### config.mk
export PLATFORM = sky130hd
export DESIGN_NAME = video_container_header_parser
export DESIGN_NICKNAME = d
export VERILOG_FILES = /design/src/sv/vchp_pkg.sv /design/src/sv/vchp_core.sv /design/src/sv/vchp_emit.sv /design/src/sv/video_container_header_parser.sv
export VERILOG_INCLUDE_DIRS = /design/src /design/src/sv
export SDC_FILE = /design/constraint.sdc
export NUM_CORES = 1
export LEC_CHECK = 0
export ABC_AREA = 1
export BUFFER_PORTS_ARGS = -buffer_cell sky130_fd_sc_hd__buf_2
export CORE_MARGIN = 2
export CORE_UTILIZATION = 45
export DETAILED_ROUTE_END_ITERATION = 8
export SYNTH_ARGS = -nofsm -noshare
export SYNTH_HDL_FRONTEND = slang
export SYNTH_HIERARCHICAL = 1
export SYNTH_SLANG_ARGS = --single-unit
### constraint.sdc
create_clock -name clk -period 3.9 [get_ports clk]
set_input_delay 0.39 -clock clk [delete_from_list [all_inputs] [get_ports clk]]
set_output_delay 0.39 -clock clk [all_outputs]
set_load 0.005 [all_outputs]
### src/sv/assert_macros.svh
// Assertion macros used by the top level of the container header parser.
`ifndef ASSERT_MACROS_SVH
`define ASSERT_MACROS_SVH

// Same-cycle implication, checked on every rising clk edge outside reset.
`define VCHP_ASSERT_IMP(label, lhs, rhs, msg) \
  label: assert property (@(posedge clk) disable iff (!rst_n) (lhs) |-> (rhs)) \
    else $error(msg);

// Next-cycle implication, checked on every rising clk edge outside reset.
`define VCHP_ASSERT_NXT(label, lhs, rhs, msg) \
  label: assert property (@(posedge clk) disable iff (!rst_n) (lhs) |=> (rhs)) \
    else $error(msg);

`endif

### src/sv/vchp_pkg.sv
// Types, constants and helper functions of the container header parser.
`timescale 1ns / 1ps

package vchp_pkg;

  typedef logic [2:0] status_t;
  typedef logic [3:0] field_idx_t;

  localparam status_t ST_OK        = 3'd0;
  localparam status_t ST_SHORT     = 3'd1;
  localparam status_t ST_BAD_MAGIC = 3'd2;
  localparam status_t ST_BAD_VER   = 3'd3;
  localparam status_t ST_BAD_CODEC = 3'd4;
  localparam status_t ST_UNTERM    = 3'd5;
  localparam status_t ST_TRUNC     = 3'd6;

  localparam int HEADER_BYTES = 48;
  localparam int NUM_WORDS    = 11;
  localparam field_idx_t LAST_FIELD = 4'd11;
  localparam logic [5:0] LAST_HDR_POS = 6'd47;

  localparam logic [7:0] TAG_H = 8'h48;  // 'H'
  localparam logic [7:0] TAG_E = 8'h45;  // 'E'

  // One result event handed from the parser core to the result stage
  typedef struct packed {
    logic        valid;
    logic        ok;
    status_t     status;
    logic [31:0] offset;
  } vchp_event_t;

  // Where a header byte lands: word index and byte lane
  typedef struct packed {
    logic [3:0] idx;
    logic [1:0] lane;
  } vchp_slot_t;

  // Expected byte at the check positions 0..7: "MODS", "N3", codec 0x000a
  function automatic logic [7:0] hdr_expect(input logic [2:0] p);
    logic [7:0] e;
    case (p)
      3'd0:    e = 8'h4d;
      3'd1:    e = 8'h4f;
      3'd2:    e = 8'h44;
      3'd3:    e = 8'h53;
      3'd4:    e = 8'h4e;
      3'd5:    e = 8'h33;
      3'd6:    e = 8'h0a;
      default: e = 8'h00;
    endcase
    return e;
  endfunction

  // Error code that a mismatch at check position p reports
  function automatic status_t hdr_code(input logic [2:0] p);
    status_t c;
    case (p)
      3'd0, 3'd1, 3'd2, 3'd3: c = ST_BAD_MAGIC;
      3'd4, 3'd5:             c = ST_BAD_VER;
      default:                c = ST_BAD_CODEC;
    endcase
    return c;
  endfunction

  // Map a header byte position (8..47) to its word and lane
  function automatic vchp_slot_t hdr_slot(input logic [5:0] p);
    vchp_slot_t s;
    logic [5:0] d;
    d = '0;
    if (p < 6'h18) begin
      d      = p - 6'd8;
      s.idx  = {2'b00, d[3:2]};
      s.lane = p[1:0];
    end else if (p < 6'h1c) begin
      d      = p - 6'h18;
      s.idx  = 4'd4 + {3'b000, d[1]};
      s.lane = {1'b0, p[0]};
    end else begin
      d      = p - 6'h1c;
      s.idx  = 4'd6 + {1'b0, d[4:2]};
      s.lane = p[1:0];
    end
    return s;
  endfunction

endpackage

### src/sv/vchp_core.sv
// Parser core: byte position, header checks, header word capture, record walk.
`timescale 1ns / 1ps

module vchp_core #(
  parameter int POSITION_BITS = 32
) (
  input  logic                 clk,
  input  logic                 rst_n,
  input  logic                 accept,
  input  logic [7:0]           data_byte,
  input  logic                 final_byte,
  output logic                 finished,
  output vchp_pkg::vchp_event_t evt,
  output logic [31:0]          hdr_words [vchp_pkg::NUM_WORDS]
);
  import vchp_pkg::*;

  logic [POSITION_BITS-1:0] pos_r, pos_nxt;
  status_t                  pend_r, pend_nxt;
  logic [1:0]               phase_r, phase_nxt;
  logic                     tag_r, tag_nxt;
  logic [17:0]              pr_r, pr_nxt;
  logic                     fin_r, fin_nxt;
  logic [31:0]              hdr_r [NUM_WORDS];

  logic [5:0]  p;
  logic        in_hdr;
  logic        succ;
  logic        hdr_we;
  vchp_slot_t  slot;
  logic [17:0] pr_join;

  assign p      = pos_r[5:0];
  assign in_hdr = pos_r < POSITION_BITS'(HEADER_BYTES);
  assign slot   = hdr_slot(p);

  // Next state of the walk and the result event for the byte in hand
  always_comb begin
    pos_nxt   = pos_r;
    pend_nxt  = pend_r;
    phase_nxt = phase_r;
    tag_nxt   = tag_r;
    pr_nxt    = pr_r;
    fin_nxt   = fin_r;
    succ      = 1'b0;
    hdr_we    = 1'b0;
    pr_join   = pr_r | {2'b00, data_byte, 8'h00};
    evt       = '0;
    if (accept) begin
      if (fin_r) begin
        // drop bytes after a result until the buffer ends
        if (final_byte) begin
          pos_nxt   = '0;
          pend_nxt  = ST_OK;
          phase_nxt = '0;
          tag_nxt   = 1'b0;
          pr_nxt    = '0;
          fin_nxt   = 1'b0;
        end
      end else begin
        if (in_hdr) begin
          // check the fixed prefix, capture the header words
          if (p < 6'd8) begin
            if (data_byte != hdr_expect(p[2:0]) && pend_r == ST_OK) begin
              pend_nxt = hdr_code(p[2:0]);
            end
          end else begin
            hdr_we = 1'b1;
          end
          pos_nxt = pos_r + 1'b1;
          if (p == LAST_HDR_POS) begin
            if (pend_r != ST_OK) begin
              evt.valid  = 1'b1;
              evt.status = pend_r;
            end else if (final_byte) begin
              evt.valid  = 1'b1;
              evt.status = ST_UNTERM;
            end
          end else if (final_byte) begin
            evt.valid  = 1'b1;
            evt.status = ST_SHORT;
          end
        end else begin
          // walk the parameter records; position saturates
          if (!(&pos_r)) pos_nxt = pos_r + 1'b1;
          if (phase_r == 2'd0 && pr_r != '0) begin
            pr_nxt = pr_r - 1'b1;
            succ   = (pr_nxt == '0) && tag_r;
          end else begin
            case (phase_r)
              2'd0:    tag_nxt = (data_byte == TAG_H);
              2'd1:    tag_nxt = tag_r && (data_byte == TAG_E);
              2'd2:    pr_nxt  = {10'd0, data_byte};
              default: begin
                pr_nxt = {pr_join[15:0], 2'b00};
                succ   = (pr_nxt == '0) && tag_r;
              end
            endcase
            phase_nxt = phase_r + 2'd1;
          end
          if (succ) begin
            evt.valid  = 1'b1;
            evt.ok     = 1'b1;
            evt.status = ST_OK;
            evt.offset = 32'(pos_nxt);
          end else if (final_byte) begin
            evt.valid  = 1'b1;
            evt.status = (phase_nxt == 2'd0 && pr_nxt != '0) ? ST_TRUNC : ST_UNTERM;
          end
        end
        // a result either ends the buffer or parks the core until it ends
        if (evt.valid) begin
          if (final_byte) begin
            pos_nxt   = '0;
            pend_nxt  = ST_OK;
            phase_nxt = '0;
            tag_nxt   = 1'b0;
            pr_nxt    = '0;
            fin_nxt   = 1'b0;
          end else begin
            fin_nxt = 1'b1;
          end
        end
      end
    end
  end

  // Hold the walk state
  always_ff @(posedge clk) begin
    if (!rst_n) begin
      pos_r   <= '0;
      pend_r  <= ST_OK;
      phase_r <= '0;
      tag_r   <= 1'b0;
      pr_r    <= '0;
      fin_r   <= 1'b0;
    end else begin
      pos_r   <= pos_nxt;
      pend_r  <= pend_nxt;
      phase_r <= phase_nxt;
      tag_r   <= tag_nxt;
      pr_r    <= pr_nxt;
      fin_r   <= fin_nxt;
    end
  end

  // Write one header byte into its word lane
  always_ff @(posedge clk) begin
    if (hdr_we) begin
      hdr_r[slot.idx][slot.lane*8 +: 8] <= data_byte;
    end
  end

  assign finished  = fin_r;
  assign hdr_words = hdr_r;

endmodule

### src/sv/vchp_emit.sv
// Result stage: holds one status result or steps through the twelve field results.
`timescale 1ns / 1ps

module vchp_emit (
  input  logic                  clk,
  input  logic                  rst_n,
  input  vchp_pkg::vchp_event_t evt,
  input  logic [31:0]           hdr_words [vchp_pkg::NUM_WORDS],
  output logic                  out_valid,
  input  logic                  out_ready,
  output vchp_pkg::status_t     out_status,
  output vchp_pkg::field_idx_t  out_field_index,
  output logic [31:0]           out_field_value,
  output logic                  out_run_last
);
  import vchp_pkg::*;

  logic        valid_r, valid_nxt;
  logic        ok_r, ok_nxt;
  status_t     status_r, status_nxt;
  field_idx_t  idx_r, idx_nxt;
  logic [31:0] offset_r, offset_nxt;
  logic        pop;
  logic        last;
  logic [31:0] word;

  assign pop  = valid_r && out_ready;
  assign last = !ok_r || (idx_r == LAST_FIELD);

  // Load a new event, or advance through the run as items leave
  always_comb begin
    valid_nxt  = valid_r;
    ok_nxt     = ok_r;
    status_nxt = status_r;
    idx_nxt    = idx_r;
    offset_nxt = offset_r;
    if (evt.valid) begin
      valid_nxt  = 1'b1;
      ok_nxt     = evt.ok;
      status_nxt = evt.status;
      idx_nxt    = '0;
      offset_nxt = evt.offset;
    end else if (pop) begin
      if (last) valid_nxt = 1'b0;
      else      idx_nxt   = idx_r + 4'd1;
    end
  end

  always_ff @(posedge clk) begin
    if (!rst_n) begin
      valid_r <= 1'b0;
      ok_r    <= 1'b0;
      idx_r   <= '0;
    end else begin
      valid_r <= valid_nxt;
      ok_r    <= ok_nxt;
      idx_r   <= idx_nxt;
    end
  end

  // Payload registers
  always_ff @(posedge clk) begin
    status_r <= status_nxt;
    offset_r <= offset_nxt;
  end

  // Select the field value; the two 16-bit words are zero-extended
  always_comb begin
    word = '0;
    if (!ok_r) begin
      word = '0;
    end else if (idx_r == LAST_FIELD) begin
      word = offset_r;
    end else if (idx_r == 4'd4 || idx_r == 4'd5) begin
      word = {16'h0000, hdr_words[idx_r][15:0]};
    end else if (idx_r < LAST_FIELD) begin
      word = hdr_words[idx_r];
    end
  end

  assign out_valid       = valid_r;
  assign out_status      = status_r;
  assign out_field_index = ok_r ? idx_r : '0;
  assign out_field_value = word;
  assign out_run_last    = last;

endmodule

### src/sv/video_container_header_parser.sv
// Top level of the video container header parser.
`timescale 1ns / 1ps
`include "assert_macros.svh"

// Takes one container byte per cycle while in_ready is high (in_final_byte
// marks the buffer's last byte) and answers with one status result on a
// failed header or record list, or a run of twelve results on success: header
// words 0..10, then the packet data offset, one result per cycle as out_ready
// allows. A result is captured in the result register at the edge that
// accepts the byte raising it and is offered from the next cycle. While a
// result waits there, input stalls unless the parser is parked after that
// result (bytes up to the final byte are then taken every cycle and dropped)
// or the last item of the waiting run leaves in the same cycle; the header
// bytes of a new buffer would otherwise overwrite header words still being
// read out. A success run that ends a buffer thus holds off the next buffer.
// The byte counter is POSITION_BITS wide and saturates.
module video_container_header_parser #(
  parameter int POSITION_BITS = 32
) (
  input  logic                 clk,
  input  logic                 rst_n,
  input  logic                 in_valid,
  output logic                 in_ready,
  input  logic [7:0]           in_data_byte,
  input  logic                 in_final_byte,
  output logic                 out_valid,
  input  logic                 out_ready,
  output vchp_pkg::status_t    out_status,
  output vchp_pkg::field_idx_t out_field_index,
  output logic [31:0]          out_field_value,
  output logic                 out_run_last
);
  import vchp_pkg::*;

  logic         accept;
  logic         finished;
  vchp_event_t  evt;
  logic [31:0]  hdr_words [NUM_WORDS];

  // Take bytes while the result register is free or being emptied, or the parser is parked
  assign in_ready = finished || !out_valid || (out_ready && out_run_last);
  assign accept   = in_valid && in_ready;

  vchp_core #(
    .POSITION_BITS(POSITION_BITS)
  ) u_core (
    .clk        (clk),
    .rst_n      (rst_n),
    .accept     (accept),
    .data_byte  (in_data_byte),
    .final_byte (in_final_byte),
    .finished   (finished),
    .evt        (evt),
    .hdr_words  (hdr_words)
  );

  vchp_emit u_emit (
    .clk             (clk),
    .rst_n           (rst_n),
    .evt             (evt),
    .hdr_words       (hdr_words),
    .out_valid       (out_valid),
    .out_ready       (out_ready),
    .out_status      (out_status),
    .out_field_index (out_field_index),
    .out_field_value (out_field_value),
    .out_run_last    (out_run_last)
  );

  `VCHP_ASSERT_IMP(a_err_single, out_valid && out_status != ST_OK, out_run_last && out_field_index == 4'd0, "status result must be a single item at index zero")
  `VCHP_ASSERT_IMP(a_run_end, out_valid && out_status == ST_OK && out_run_last, out_field_index == LAST_FIELD, "run must end on the offset field")
  `VCHP_ASSERT_NXT(a_run_step, out_valid && out_ready && !out_run_last, out_valid && out_field_index == $past(out_field_index) + 4'd1, "run index must advance by one")
  `VCHP_ASSERT_IMP(a_no_clobber, evt.valid && out_valid, out_ready && out_run_last, "new result would overwrite a pending item")

endmodule
==> results.yml <==
detailed_routing:
  vias_per_cell: 5.39
  drt_pass1_iterations: 6
  drtIter0Drc: 1733
  vias: 17300
  postRouteAntennaNets: 0
  routed_wl_mm: 60.9
  route.detailed.drc: 0
  routedWlPerCell_um: 19.0
worst_setup_path:
  reg2reg_depth: 12
  rr_startpoint: "u_emit/idx_r[3]$_SDFFE_PP0P_"
  crit_chain: "buf_4, nand2_1, inv_2, nand2_1, nand3_1, nand2_1, nand2_1, nor2_1, nor2_1, buf_2"
  worstPathArrival_ps: 3140
  startpoint_type: "register"
  cp-end-kind: "output port"
  critical_path_class: "reg -> out"
  critPathRequiredTime_ps: 3510
  critical_path_depth: 10
  path_buf_inv: 3
  r2r_setup_slack_ps: 810
  worstReg2RegEnd: "u_core/hdr_words[49]$_DFFE_PP_"
  crit_path_max_fanout: 83
  critical_path.top_delay_family: "buffers and inverters"
  cp_slowest_cell: "buf_4"
  worst_path_most_repeated_cell: "nand2_1"
  max_stage_delay_ps: 720
yosys:
  syn_nets: 2515
  synth-edff-count: 387
  synth_flop_cell: "edfxtp_1"
  synth_area_leaders: "edfxtp_1 (53%), nand2_1 (15%), dfxtp_1 (5.7%)"
  yosys_warnings: 6
  syn_avg_cell_area_sq_um: 8.89
  synthArstFlopShare: 0
  ys_seq_area_frac: 0.584
  synth.most_common_cell: "nand2_1"
  yosys.area.top_type: "edfxtp_1"
  synthTopCellsByCount: "nand2_1 (858), edfxtp_1 (387), nor2_1 (270)"
  netlist_area_sq_um: 22000
  synthCells: 2481
  yosys_register_bits: 450
  synth_top_cell_area_share: 0.527
  ys_types: 46
cts:
  cts_hold_buffers: 0
  cts_buffers: 47
  cts_sinks: 450
  h-tree-depth: 2
  cts_resized: 0
  cts_buffer_depth: 3
  post_cts_buffers: 0
  ctsRootBufferMaster: "clkbuf_16"
  clkSlewWorstSetupHoldPaths_ps: 60
  clkLatencyLatePin_ps: 580
  tritoncts: "done"
worst_hold_path:
  hold_class: "in -> reg"
  min_to: "u_emit/idx_r[3]$_SDFFE_PP0P_"
  holdCritStartpoint: "out_ready"
  holdPathStages: 3
cells_and_area:
  synthToLayoutAreaGrowth_pct: 12.1
  antenna_cells: 0
  fillers: 4536
  layout.nets: 2589
  drive_above_1_share: 0.109
timing:
  setup_viol: 0
  tightest_slew_ps: 1090
  final.setup.tns_ps: 0
  slew_violations: 0
  finClkSkew_ps: 17.6
  period_minus_slack_ps: 3530
  maxSlewHeadroom: 0.275
  period_share: 0.906
  max_freq_mhz: 283
  rsz0062_at_grt: "false"
  finalHoldViolations: 0
global_routing:
  grt_max_degree: 85
  grt-ovfl-total: 0
  grt_pass1_wl_mm: 93.5
  grt_antenna_before_repair: 0
  grt_usage: 0.242
  grt_pass1_vias: 16100
place:
  gp_congestion: 0.945
  dp_hpwl_mm: 40.7
  io_buffers: 54
die:
  die_area_sq_um: 50800
  die_w_um: 225
  rows: 81
  core_sq_um: 48600
  io_pins: 55
  start_util: 0.453
  fp.dieH_um: 225
power:
  p_total_mw: 9.91
  clock_power_share: 0.438
  swShare: 0.210
  pwr-share-seq: 0.528
  p_sw_mw: 2.08
  pwr_density_cell_nw_per_um2: 401
  internal_power_mw: 7.83
  p_leak_nw: 10.1
  vdd_drop_max_uv: 312
  combPwrFrac: 0.034
status:
  status: "finished, final reports clean"
run:
  drv_cap: 0
==> kinds of logic after synthesis <==
| logic type | count (synthesis) | synth area share |
|---|---|---|
| AOI/OAI and AO/OA | 251 | 0.0650 |
| and+or+nand+nor | 1391 | 0.260 |
| DFF | 450 | 0.584 |
| adders and majority gates | 21 | 0.0119 |
| buffers and inverters | 329 | 0.0637 |
| xor gates and xnor gates | 39 | 0.0155 |
==> worst max-delay path by stage <==
stage | from | to
floorplan | u_emit/idx_r[3]$_SDFFE_PP0P_ | u_emit/ok_r$_SDFFE_PN0P_
detailed placement | u_emit/idx_r[0]$_SDFFE_PP0P_ | out_field_value[20]
global placement | u_emit/idx_r[0]$_SDFFE_PP0P_ | out_field_value[20]
finish | u_emit/idx_r[0]$_SDFFE_PP0P_ | out_field_value[20]
CTS | u_emit/idx_r[0]$_SDFFE_PP0P_ | out_field_value[20]
global route | u_emit/idx_r[0]$_SDFFE_PP0P_ | out_field_value[20]
==> tightest hold or removal path: cells and delay by family <==
family          cells  cell delay [ps]
compound gates      1               50
buf+inv             1              140
simple gates        1               90
==> layout make-up <==
cell class | count | area, sq um | share of cell area
clock buffers | 58 | 1250 | 0.0505
repair buffers | 149 | 1020 | 0.0413
multi-input cells | 1702 | 7780 | 0.315
clock inverters | 24 | 220 | 0.00891
flip-flops and latches | 450 | 12900 | 0.522
well taps | 622 | 778 | 0.0315
inverters | 205 | 772 | 0.0312
==> state kept, by name, summed over array words and instances, names as in the netlist <==
register / cells
u_emit/out_status: 3
u_emit/idx_r: 4
u_core/pr_r: 18
u_core/hdr_words: 352
u_core/finished: 1
u_emit/offset_r: 32
u_core/pos_r: 32
u_core/pend_r: 3
u_emit/out_valid: 1
u_emit/ok_r: 1
u_core/tag_r: 1
u_core/phase_r: 2
==> through the flow <==
stage          cells  setup slack, ps  instance area (sq um)  hold WS (ps)  utilization
6_report        3210              368                  24700           143        0.508
3_3_place_gp    3128              988                  23200           491        0.478
3_5_place_dp    3128              931                  23200           496        0.478
5_1_grt         3210              121                  24700           139        0.508
4_1_cts         3210              300                  24700           115        0.508
2_1_floorplan   2481             1050                  22000           468            -
==> cell usage in the layout (no fill, tap or decap), drive strengths merged <==
cell / n
nand2: 862
edfxtp: 387
nor2: 283
inv: 206
nand3: 163
buf: 149
a21oi: 116
o21ai: 101
dfxtp: 63
clkbuf: 58
nor3: 42
xor2: 31
o211ai: 24
nand4: 21
ha: 21
clkinv: 17
nor4: 9
xnor2: 8
or2: 6
nand3b: 5
bufinv: 4
clkinvlp: 2
o22ai: 2
a21boi: 2
o21a: 1
a22oi: 1
a31oi: 1
a211o: 1
o21ba: 1
a221oi: 1
==> layer usage <==
metal	global-route usage	vias to the layer above	wire length, um
met5	0	-	0
met2	0.385	627	27700
met4	0.0504	0	895
li1	-	8303	-
met1	0.341	8308	26900
met3	0.0529	62	5380
==> power groups by stage <==
stage	Clock, mW	Sequential [mW]	Combinational (mW)
final	4.34	5.24	0.334
after detailed placement	0	5.34	0.330
after global routing	4.62	5.24	0.364
after floorplan	0	5.34	0.176
after CTS	4.42	5.24	0.331
after global placement	0	5.34	0.329
No activity file was read; power rests on OpenSTA's default activity.
